<file path="config.mk">
export PLATFORM = sky130hd
export DESIGN_NAME = ps2_mouse_packet_decoder_top
export DESIGN_NICKNAME = d
export VERILOG_FILES = /design/src/pmpd_pkg.sv /design/src/pmpd_front.sv /design/src/pmpd_fifo.sv /design/src/pmpd_back.sv /design/src/ps2_mouse_packet_decoder_top.sv
export SDC_FILE = /design/constraint.sdc
export NUM_CORES = 1
export LEC_CHECK = 0
export ABC_AREA = 1
export BUFFER_PORTS_ARGS = -buffer_cell sky130_fd_sc_hd__buf_2
export CORE_ASPECT_RATIO = 0.7
export CORE_MARGIN = 4
export CORE_UTILIZATION = 55
export DETAILED_ROUTE_END_ITERATION = 10
export HOLD_SLACK_MARGIN = 0.06
export PLACE_DENSITY = 0.74
export SYNTH_ARGS = -nofsm -noshare
export SYNTH_HDL_FRONTEND = slang
export SYNTH_HIERARCHICAL = 1
export SYNTH_SLANG_ARGS = --single-unit
</file>
<file path="constraint.sdc">
create_clock -name i_clk -period 3.4 [get_ports i_clk]
set_input_delay 0.51 -clock i_clk [delete_from_list [all_inputs] [get_ports i_clk]]
set_output_delay 0.51 -clock i_clk [all_outputs]
set_load 0.03 [all_outputs]
</file>
<file path="src/pmpd_pkg.sv">
`timescale 1ns / 1ps
// Package for the PS/2 mouse packet decoder: packet and queue types,
// header bit positions, direction codes and output packing widths.
// No dependencies.
package pmpd_pkg;

    // Header bit positions
    localparam int unsigned HDR_LEFT   = 0;
    localparam int unsigned HDR_RIGHT  = 1;
    localparam int unsigned HDR_MIDDLE = 2;
    localparam int unsigned HDR_SIGN_X = 4;
    localparam int unsigned HDR_SIGN_Y = 5;
    localparam int unsigned HDR_OVF_X  = 6;
    localparam int unsigned HDR_OVF_Y  = 7;

    // Direction codes
    localparam logic [1:0] DIR_NONE = 2'd0;
    localparam logic [1:0] DIR_POS  = 2'd1;
    localparam logic [1:0] DIR_NEG  = 2'd2;

    // Packet queue between front and back
    localparam int unsigned QDEPTH  = 2;
    localparam int unsigned QPTR_W  = (QDEPTH > 1) ? $clog2(QDEPTH) : 1;
    localparam int unsigned QCNT_W  = $clog2(QDEPTH + 1);

    localparam int unsigned OUT_TDATA_W = 32;

    typedef struct packed {
        logic [7:0] y_byte;
        logic [7:0] x_byte;
        logic [7:0] header;
    } t_pkt;

    typedef struct packed {
        logic full;
        logic empty;
    } t_q_stat;

    typedef struct packed {
        logic [8:0] y_amount;
        logic [1:0] y_direction;
        logic [8:0] x_amount;
        logic [1:0] x_direction;
        logic       middle_pressed;
        logic       right_pressed;
        logic       left_pressed;
        logic       dropped;
    } t_result;

endpackage

</file>
<file path="src/pmpd_front.sv">
`timescale 1ns / 1ps
// Front end: accepts received bytes, tracks the byte position within the
// three-byte packet and pushes whole packets into the queue. Uses pmpd_pkg.
module pmpd_front (
    input  logic              i_clk,
    input  logic              i_rst_n,
    input  logic              i_valid,
    output logic              o_ready,
    input  logic [7:0]        i_byte,
    input  pmpd_pkg::t_q_stat i_q_stat,
    output logic              o_push,
    output pmpd_pkg::t_pkt    o_pkt
);

    localparam logic [1:0] POS_HEADER = 2'd0;
    localparam logic [1:0] POS_X      = 2'd1;
    localparam logic [1:0] POS_Y      = 2'd2;

    logic [1:0] r_pos;
    logic [1:0] n_pos;
    logic [7:0] r_header;
    logic [7:0] r_x_byte;
    logic       w_accept;

    // Only the closing byte needs queue room
    assign o_ready  = (r_pos != POS_Y) || !i_q_stat.full;
    assign w_accept = i_valid && o_ready;
    assign o_push   = w_accept && (r_pos == POS_Y);

    assign o_pkt.header = r_header;
    assign o_pkt.x_byte = r_x_byte;
    assign o_pkt.y_byte = i_byte;

    always_comb begin
        n_pos = r_pos;
        if (w_accept) begin
            case (r_pos)
                POS_X:   n_pos = POS_Y;
                POS_Y:   n_pos = POS_HEADER;
                default: n_pos = POS_X;
            endcase
        end
    end

    always_ff @(posedge i_clk) begin
        if (!i_rst_n) begin
            r_pos <= POS_HEADER;
        end else begin
            r_pos <= n_pos;
        end
    end

    always_ff @(posedge i_clk) begin
        if (w_accept && (r_pos == POS_X)) begin
            r_x_byte <= i_byte;
        end
        if (w_accept && (r_pos != POS_X) && (r_pos != POS_Y)) begin
            r_header <= i_byte;
        end
    end

`ifndef SYNTHESIS
    a_pos_legal: assert property (@(posedge i_clk) disable iff (!i_rst_n)
        r_pos != 2'd3) else $error("front: unused byte position reached");
    a_push_room: assert property (@(posedge i_clk) disable iff (!i_rst_n)
        o_push |-> !i_q_stat.full) else $error("front: push into full queue");
    a_wrap: assert property (@(posedge i_clk) disable iff (!i_rst_n)
        o_push |=> r_pos == POS_HEADER) else $error("front: no restart after packet");
`endif

endmodule

</file>
<file path="src/pmpd_fifo.sv">
`timescale 1ns / 1ps
// Short packet queue that decouples the byte front end from the result
// stage. Uses pmpd_pkg for depth and packet type.
module pmpd_fifo (
    input  logic              i_clk,
    input  logic              i_rst_n,
    input  logic              i_push,
    input  pmpd_pkg::t_pkt    i_pkt,
    input  logic              i_pop,
    output pmpd_pkg::t_pkt    o_pkt,
    output pmpd_pkg::t_q_stat o_stat
);

    pmpd_pkg::t_pkt                   r_mem [pmpd_pkg::QDEPTH];
    logic [pmpd_pkg::QPTR_W-1:0]      r_wr_ptr;
    logic [pmpd_pkg::QPTR_W-1:0]      r_rd_ptr;
    logic [pmpd_pkg::QCNT_W-1:0]      r_count;

    localparam logic [pmpd_pkg::QPTR_W-1:0] PTR_LAST =
        pmpd_pkg::QPTR_W'(pmpd_pkg::QDEPTH - 1);
    localparam logic [pmpd_pkg::QCNT_W-1:0] CNT_FULL =
        pmpd_pkg::QCNT_W'(pmpd_pkg::QDEPTH);

    assign o_stat.full  = (r_count == CNT_FULL);
    assign o_stat.empty = (r_count == '0);
    assign o_pkt        = r_mem[r_rd_ptr];

    always_ff @(posedge i_clk) begin
        if (i_push) begin
            r_mem[r_wr_ptr] <= i_pkt;
        end
    end

    always_ff @(posedge i_clk) begin
        if (!i_rst_n) begin
            r_wr_ptr <= '0;
            r_rd_ptr <= '0;
            r_count  <= '0;
        end else begin
            if (i_push) begin
                r_wr_ptr <= (r_wr_ptr == PTR_LAST) ? '0 : r_wr_ptr + 1'b1;
            end
            if (i_pop) begin
                r_rd_ptr <= (r_rd_ptr == PTR_LAST) ? '0 : r_rd_ptr + 1'b1;
            end
            case ({i_push, i_pop})
                2'b10:   r_count <= r_count + 1'b1;
                2'b01:   r_count <= r_count - 1'b1;
                default: r_count <= r_count;
            endcase
        end
    end

`ifndef SYNTHESIS
    a_cnt_bound: assert property (@(posedge i_clk) disable iff (!i_rst_n)
        r_count <= CNT_FULL) else $error("fifo: count beyond depth");
    a_no_underflow: assert property (@(posedge i_clk) disable iff (!i_rst_n)
        i_pop |-> !o_stat.empty) else $error("fifo: pop from empty queue");
    a_cnt_up: assert property (@(posedge i_clk) disable iff (!i_rst_n)
        (i_push && !i_pop) |=> r_count == $past(r_count) + 1'b1)
        else $error("fifo: count did not advance on push");
`endif

endmodule

</file>
<file path="src/pmpd_back.sv">
`timescale 1ns / 1ps
// Back end: decodes one queued packet into buttons, directions and
// magnitudes, and holds it in the output register. Uses pmpd_pkg.
module pmpd_back (
    input  logic              i_clk,
    input  logic              i_rst_n,
    input  pmpd_pkg::t_pkt    i_pkt,
    input  pmpd_pkg::t_q_stat i_q_stat,
    output logic              o_pop,
    output logic              o_valid,
    input  logic              i_ready,
    output pmpd_pkg::t_result o_result
);

    logic               r_valid;
    pmpd_pkg::t_result  r_result;
    pmpd_pkg::t_result  w_dec;
    logic               w_ovf;
    logic               w_neg_x;
    logic               w_neg_y;

    assign o_pop    = !i_q_stat.empty && (!r_valid || i_ready);
    assign o_valid  = r_valid;
    assign o_result = r_result;

    assign w_ovf   = i_pkt.header[pmpd_pkg::HDR_OVF_X] || i_pkt.header[pmpd_pkg::HDR_OVF_Y];
    assign w_neg_x = i_pkt.header[pmpd_pkg::HDR_SIGN_X];
    assign w_neg_y = i_pkt.header[pmpd_pkg::HDR_SIGN_Y];

    always_comb begin
        w_dec = '0;
        if (w_ovf) begin
            w_dec.dropped = 1'b1;
        end else begin
            w_dec.left_pressed   = i_pkt.header[pmpd_pkg::HDR_LEFT];
            w_dec.right_pressed  = i_pkt.header[pmpd_pkg::HDR_RIGHT];
            w_dec.middle_pressed = i_pkt.header[pmpd_pkg::HDR_MIDDLE];
            // Negative delta: magnitude is 256 minus the byte
            if (w_neg_x) begin
                w_dec.x_direction = pmpd_pkg::DIR_NEG;
                w_dec.x_amount    = 9'd256 - {1'b0, i_pkt.x_byte};
            end else if (i_pkt.x_byte != 8'd0) begin
                w_dec.x_direction = pmpd_pkg::DIR_POS;
                w_dec.x_amount    = {1'b0, i_pkt.x_byte};
            end
            if (w_neg_y) begin
                w_dec.y_direction = pmpd_pkg::DIR_NEG;
                w_dec.y_amount    = 9'd256 - {1'b0, i_pkt.y_byte};
            end else if (i_pkt.y_byte != 8'd0) begin
                w_dec.y_direction = pmpd_pkg::DIR_POS;
                w_dec.y_amount    = {1'b0, i_pkt.y_byte};
            end
        end
    end

    always_ff @(posedge i_clk) begin
        if (!i_rst_n) begin
            r_valid <= 1'b0;
        end else if (o_pop) begin
            r_valid <= 1'b1;
        end else if (i_ready) begin
            r_valid <= 1'b0;
        end
    end

    always_ff @(posedge i_clk) begin
        if (o_pop) begin
            r_result <= w_dec;
        end
    end

`ifndef SYNTHESIS
    a_drop_clean: assert property (@(posedge i_clk) disable iff (!i_rst_n)
        (r_valid && r_result.dropped) |->
        (!r_result.left_pressed && !r_result.right_pressed && !r_result.middle_pressed
         && r_result.x_amount == 9'd0 && r_result.y_amount == 9'd0
         && r_result.x_direction == pmpd_pkg::DIR_NONE
         && r_result.y_direction == pmpd_pkg::DIR_NONE))
        else $error("back: dropped packet carries movement or buttons");
    a_dir_amt: assert property (@(posedge i_clk) disable iff (!i_rst_n)
        r_valid |-> ((r_result.x_direction == pmpd_pkg::DIR_NONE) == (r_result.x_amount == 9'd0)))
        else $error("back: x direction and amount disagree");
    a_hold: assert property (@(posedge i_clk) disable iff (!i_rst_n)
        (r_valid && !i_ready) |=> (r_valid && $stable(r_result)))
        else $error("back: stalled result changed");
`endif

endmodule

</file>
<file path="src/ps2_mouse_packet_decoder_top.sv">
`timescale 1ns / 1ps
// Top level of the PS/2 mouse packet decoder: front end, packet queue and
// back end. Uses pmpd_pkg, pmpd_front, pmpd_fifo and pmpd_back.
//
// Feed the bytes received from a PS/2 mouse, one item per byte, on the
// s_axis side; every third byte closes a packet (header, x delta, y delta)
// and one result item leaves on the m_axis side. The block accepts one byte
// per clock cycle. Once its closing byte is accepted, the packet lands in
// the two-entry queue, and the back end decodes it from there into the
// output register once that register is free or being read. Header and x
// bytes are never stalled; the closing byte waits only while the queue is
// full, which takes a downstream stall. A packet with either overflow bit
// set yields dropped = 1 with every other field zero. Otherwise each axis
// is the 9-bit signed delta (sign bit in the header) given as a direction
// (0 none, 1 right/up, 2 left/down) and a magnitude of 0 to 256; a zero
// byte with its sign bit set reads as 256 in the negative direction.
// The byte position restarts at the header after reset.
module ps2_mouse_packet_decoder_top (
    input  logic        i_clk,
    input  logic        i_rst_n,
    input  logic        s_axis_tvalid,
    output logic        s_axis_tready,
    input  logic [7:0]  s_axis_tdata,   // [7:0] rx_byte
    output logic        m_axis_tvalid,
    input  logic        m_axis_tready,
    // [0] dropped, [1] left_pressed, [2] right_pressed, [3] middle_pressed,
    // [5:4] x_direction, [14:6] x_amount, [16:15] y_direction,
    // [25:17] y_amount, [31:26] zero
    output logic [pmpd_pkg::OUT_TDATA_W-1:0] m_axis_tdata
);

    pmpd_pkg::t_q_stat w_q_stat;
    pmpd_pkg::t_pkt    w_push_pkt;
    pmpd_pkg::t_pkt    w_head_pkt;
    pmpd_pkg::t_result w_result;
    logic              w_push;
    logic              w_pop;

    // Gather bytes into packets
    pmpd_front u_front (
        .i_clk    (i_clk),
        .i_rst_n  (i_rst_n),
        .i_valid  (s_axis_tvalid),
        .o_ready  (s_axis_tready),
        .i_byte   (s_axis_tdata),
        .i_q_stat (w_q_stat),
        .o_push   (w_push),
        .o_pkt    (w_push_pkt)
    );

    // Hold whole packets until the back end takes them
    pmpd_fifo u_fifo (
        .i_clk   (i_clk),
        .i_rst_n (i_rst_n),
        .i_push  (w_push),
        .i_pkt   (w_push_pkt),
        .i_pop   (w_pop),
        .o_pkt   (w_head_pkt),
        .o_stat  (w_q_stat)
    );

    // Decode and register the result
    pmpd_back u_back (
        .i_clk    (i_clk),
        .i_rst_n  (i_rst_n),
        .i_pkt    (w_head_pkt),
        .i_q_stat (w_q_stat),
        .o_pop    (w_pop),
        .o_valid  (m_axis_tvalid),
        .i_ready  (m_axis_tready),
        .o_result (w_result)
    );

    // Pad the packed result up to whole bytes
    assign m_axis_tdata = {{(pmpd_pkg::OUT_TDATA_W - $bits(w_result)){1'b0}}, w_result};

endmodule

</file>
==> flow_summary.json <==
{
  "clkTransAtPathRegs_ns": 0.10,
  "startpoint_type": "flip-flop",
  "synthesis.area_sq_um": 4130,
  "grt_use_total_pct": 16.2,
  "wl_per_cell_um": 14.5,
  "final_util_pct": 62.3,
  "holdPathEnd": "u_front/r_header[4]",
  "grt_use_met1_pct": 20.3,
  "clock_path_buffers": 2,
  "hold_viol": 0,
  "min-delay-start": "s_axis_tdata[4]",
  "gp_congestion": 0.877,
  "drv_cap": 0,
  "finalMaxSlewViolations": 0,
  "cp_max_fo": 23,
  "wirelength_um": 6670,
  "fin_nets": 375,
  "io-pin-count": 46,
  "use_met3_pct": 6.02,
  "final_cell_area_sq_um": 4540,
  "grt_pass1_wl_um": 11100,
  "max_slew_margin_pct": 38.3,
  "die-area_sq_um": 8990,
  "grtUsageMet2_pct": 25.7,
  "post-dp-hpwl_um": 4690,
  "regToRegSetupSlack_ns": 1.25,
  "fin_tns_setup_ns": 0,
  "drcViolationCount": 0,
  "via_per_inst": 4.97,
  "worstPathRequired_ns": 3.38,
  "top_usage_layer": "met2",
  "cts_sinks": 95,
  "die_h_um": 80.5,
  "root_buffer": "clkbuf_8",
  "die_w_um": 112,
  "fill_cells": 566,
  "hold_depth": 1,
  "p_per_area_nw_per_um2": 753,
  "worstRegToRegCells": 9,
  "hold_class": "in -> reg",
  "status": "completed",
  "routed-via-count": 2293,
  "htree_num_levels": 3,
  "grt_pass1_vias": 2243,
  "area_delta_synth_final_pct": 9.78,
  "ir_drop_mv": 0.357,
  "critPathKind": "reg -> reg",
  "ant_nets": 0,
  "io_buffers": 39,
  "grt_max_degree": 24,
  "final_layout_size_suffix_gt1_share_pct": 28.1,
  "synth_cells": 318,
  "arrival_ns": 2.13,
  "rsz0062_at_grt": "no",
  "fin_crit_ns": 2.15,
  "postSynthAreaPerCell_sq_um": 13.0,
  "diodes": 0,
  "fmax_mhz": 465,
  "cts.repair.resized": 0,
  "setup_viol": 0,
  "cts_tree": "done",
  "dp.cells": 445,
  "power_mw": 3.42,
  "r2r_end": "u_fifo/r_mem[1][19]",
  "antenna_found_initial": 0,
  "r2r_start": "u_front/r_pos[0]",
  "hold_buffers": 0,
  "core-area_sq_um": 7290,
  "mostFrequentLayoutCell": "edfxtp_1",
  "final_cell_mix": "87 x edfxtp_1, 46 x nand2_1, 39 x buf_2, 32 x nor2_1, 28 x inv_1",
  "tightest_slew_ns": 0.925,
  "first_pass_iters": 4,
  "end_kind": "flip-flop",
  "yosys_warnings": 6,
  "period_share_pct": 63.2,
  "num_rows": 26,
  "finClkSkew_ns": 0.0146,
  "critical_path.startpoint": "u_front/r_pos[0]",
  "cts_buffers": 9,
  "instances_no_fill": 461,
  "grt.overflow.total": 0,
  "initialDrtViolationCount": 93,
  "clk_latency_ns": 0.36,
  "postPlaceCellArea_sq_um": 4330,
  "initial_core_util_pct": 56.7,
  "p_leak_nw": 1.78,
  "cts_setup_buffers": 0
}
-- routing by layer --
metal | share of wire [%] | up-vias
met2 | 47 | 68
li1 | - | 1155
met3 | 7.3 | 5
met1 | 45 | 1065
met4 | 0.70 | 0
met5 | 0 | -
-- registers in the layout (all words and copies together) (netlist names), named ones only --
| signal | flops |
|---|---|
| u_fifo/r_mem | 46 |
| u_back/o_result | 26 |
| u_front/r_x_byte | 8 |
| u_front/r_header | 7 |
| u_fifo/r_count | 2 |
| u_front/r_pos | 2 |
| u_back/o_valid | 1 |
| u_fifo/r_rd_ptr | 1 |
| u_fifo/r_wr_ptr | 1 |
-- where the power goes --
| group | switching (mW) | internal (mW) | leakage, nW |
|---|---|---|---|
| Combinational | 0.761 | 0.347 | 0.811 |
| Sequential | 0.0554 | 1.51 | 0.870 |
| Clock | 0.394 | 0.348 | 0.0975 |
| Total | 1.21 | 2.21 | 1.78 |
-- area by class of cell --
cell class                      instances  area, sq um  area share (%)
Clock buffer                            9          124            2.73
Timing Repair Buffer                   44          233            5.13
Sequential cell                        95         2770            61.1
Multi-Input combinational cell        173         1070            23.5
Inverter                               35          136            3.01
Clock inverter                          7         82.6            1.82
Tap cell                               98          123            2.70
-- stage by stage --
stage	setup WS, ns	hold WS (ns)
6_report	1.25	0.370
5_1_grt	0.979	0.340
4_1_cts	1.22	0.350
3_5_place_dp	1.24	0.432
3_3_place_gp	1.33	0.425
2_1_floorplan	0.603	0.421
-- worst max path at each step --
stage | to | slack [ns] | cells past startpoint
detailed placement | u_fifo/r_mem[1][17] | 1.24 | 9
CTS | u_fifo/r_mem[1][17] | 1.22 | 9
floorplan | u_fifo/r_count[1] | 0.60 | 8
global route | u_fifo/r_mem[1][14] | 0.98 | 9
finish | u_fifo/r_mem[1][19] | 1.25 | 9
global placement | u_fifo/r_mem[1][17] | 1.33 | 9
-- worst max-delay path, stage by stage (launching register included) --
cell	delay (ns)
dfxtp_1	0.36
inv_1	0.05
ha_1	0.23
nand2_2	0.11
nand2_2	0.07
inv_1	0.08
nand2_1	0.05
inv_1	0.08
nand2_1	0.07
inv_1	0.68
(Power assumes the default switching activity.)
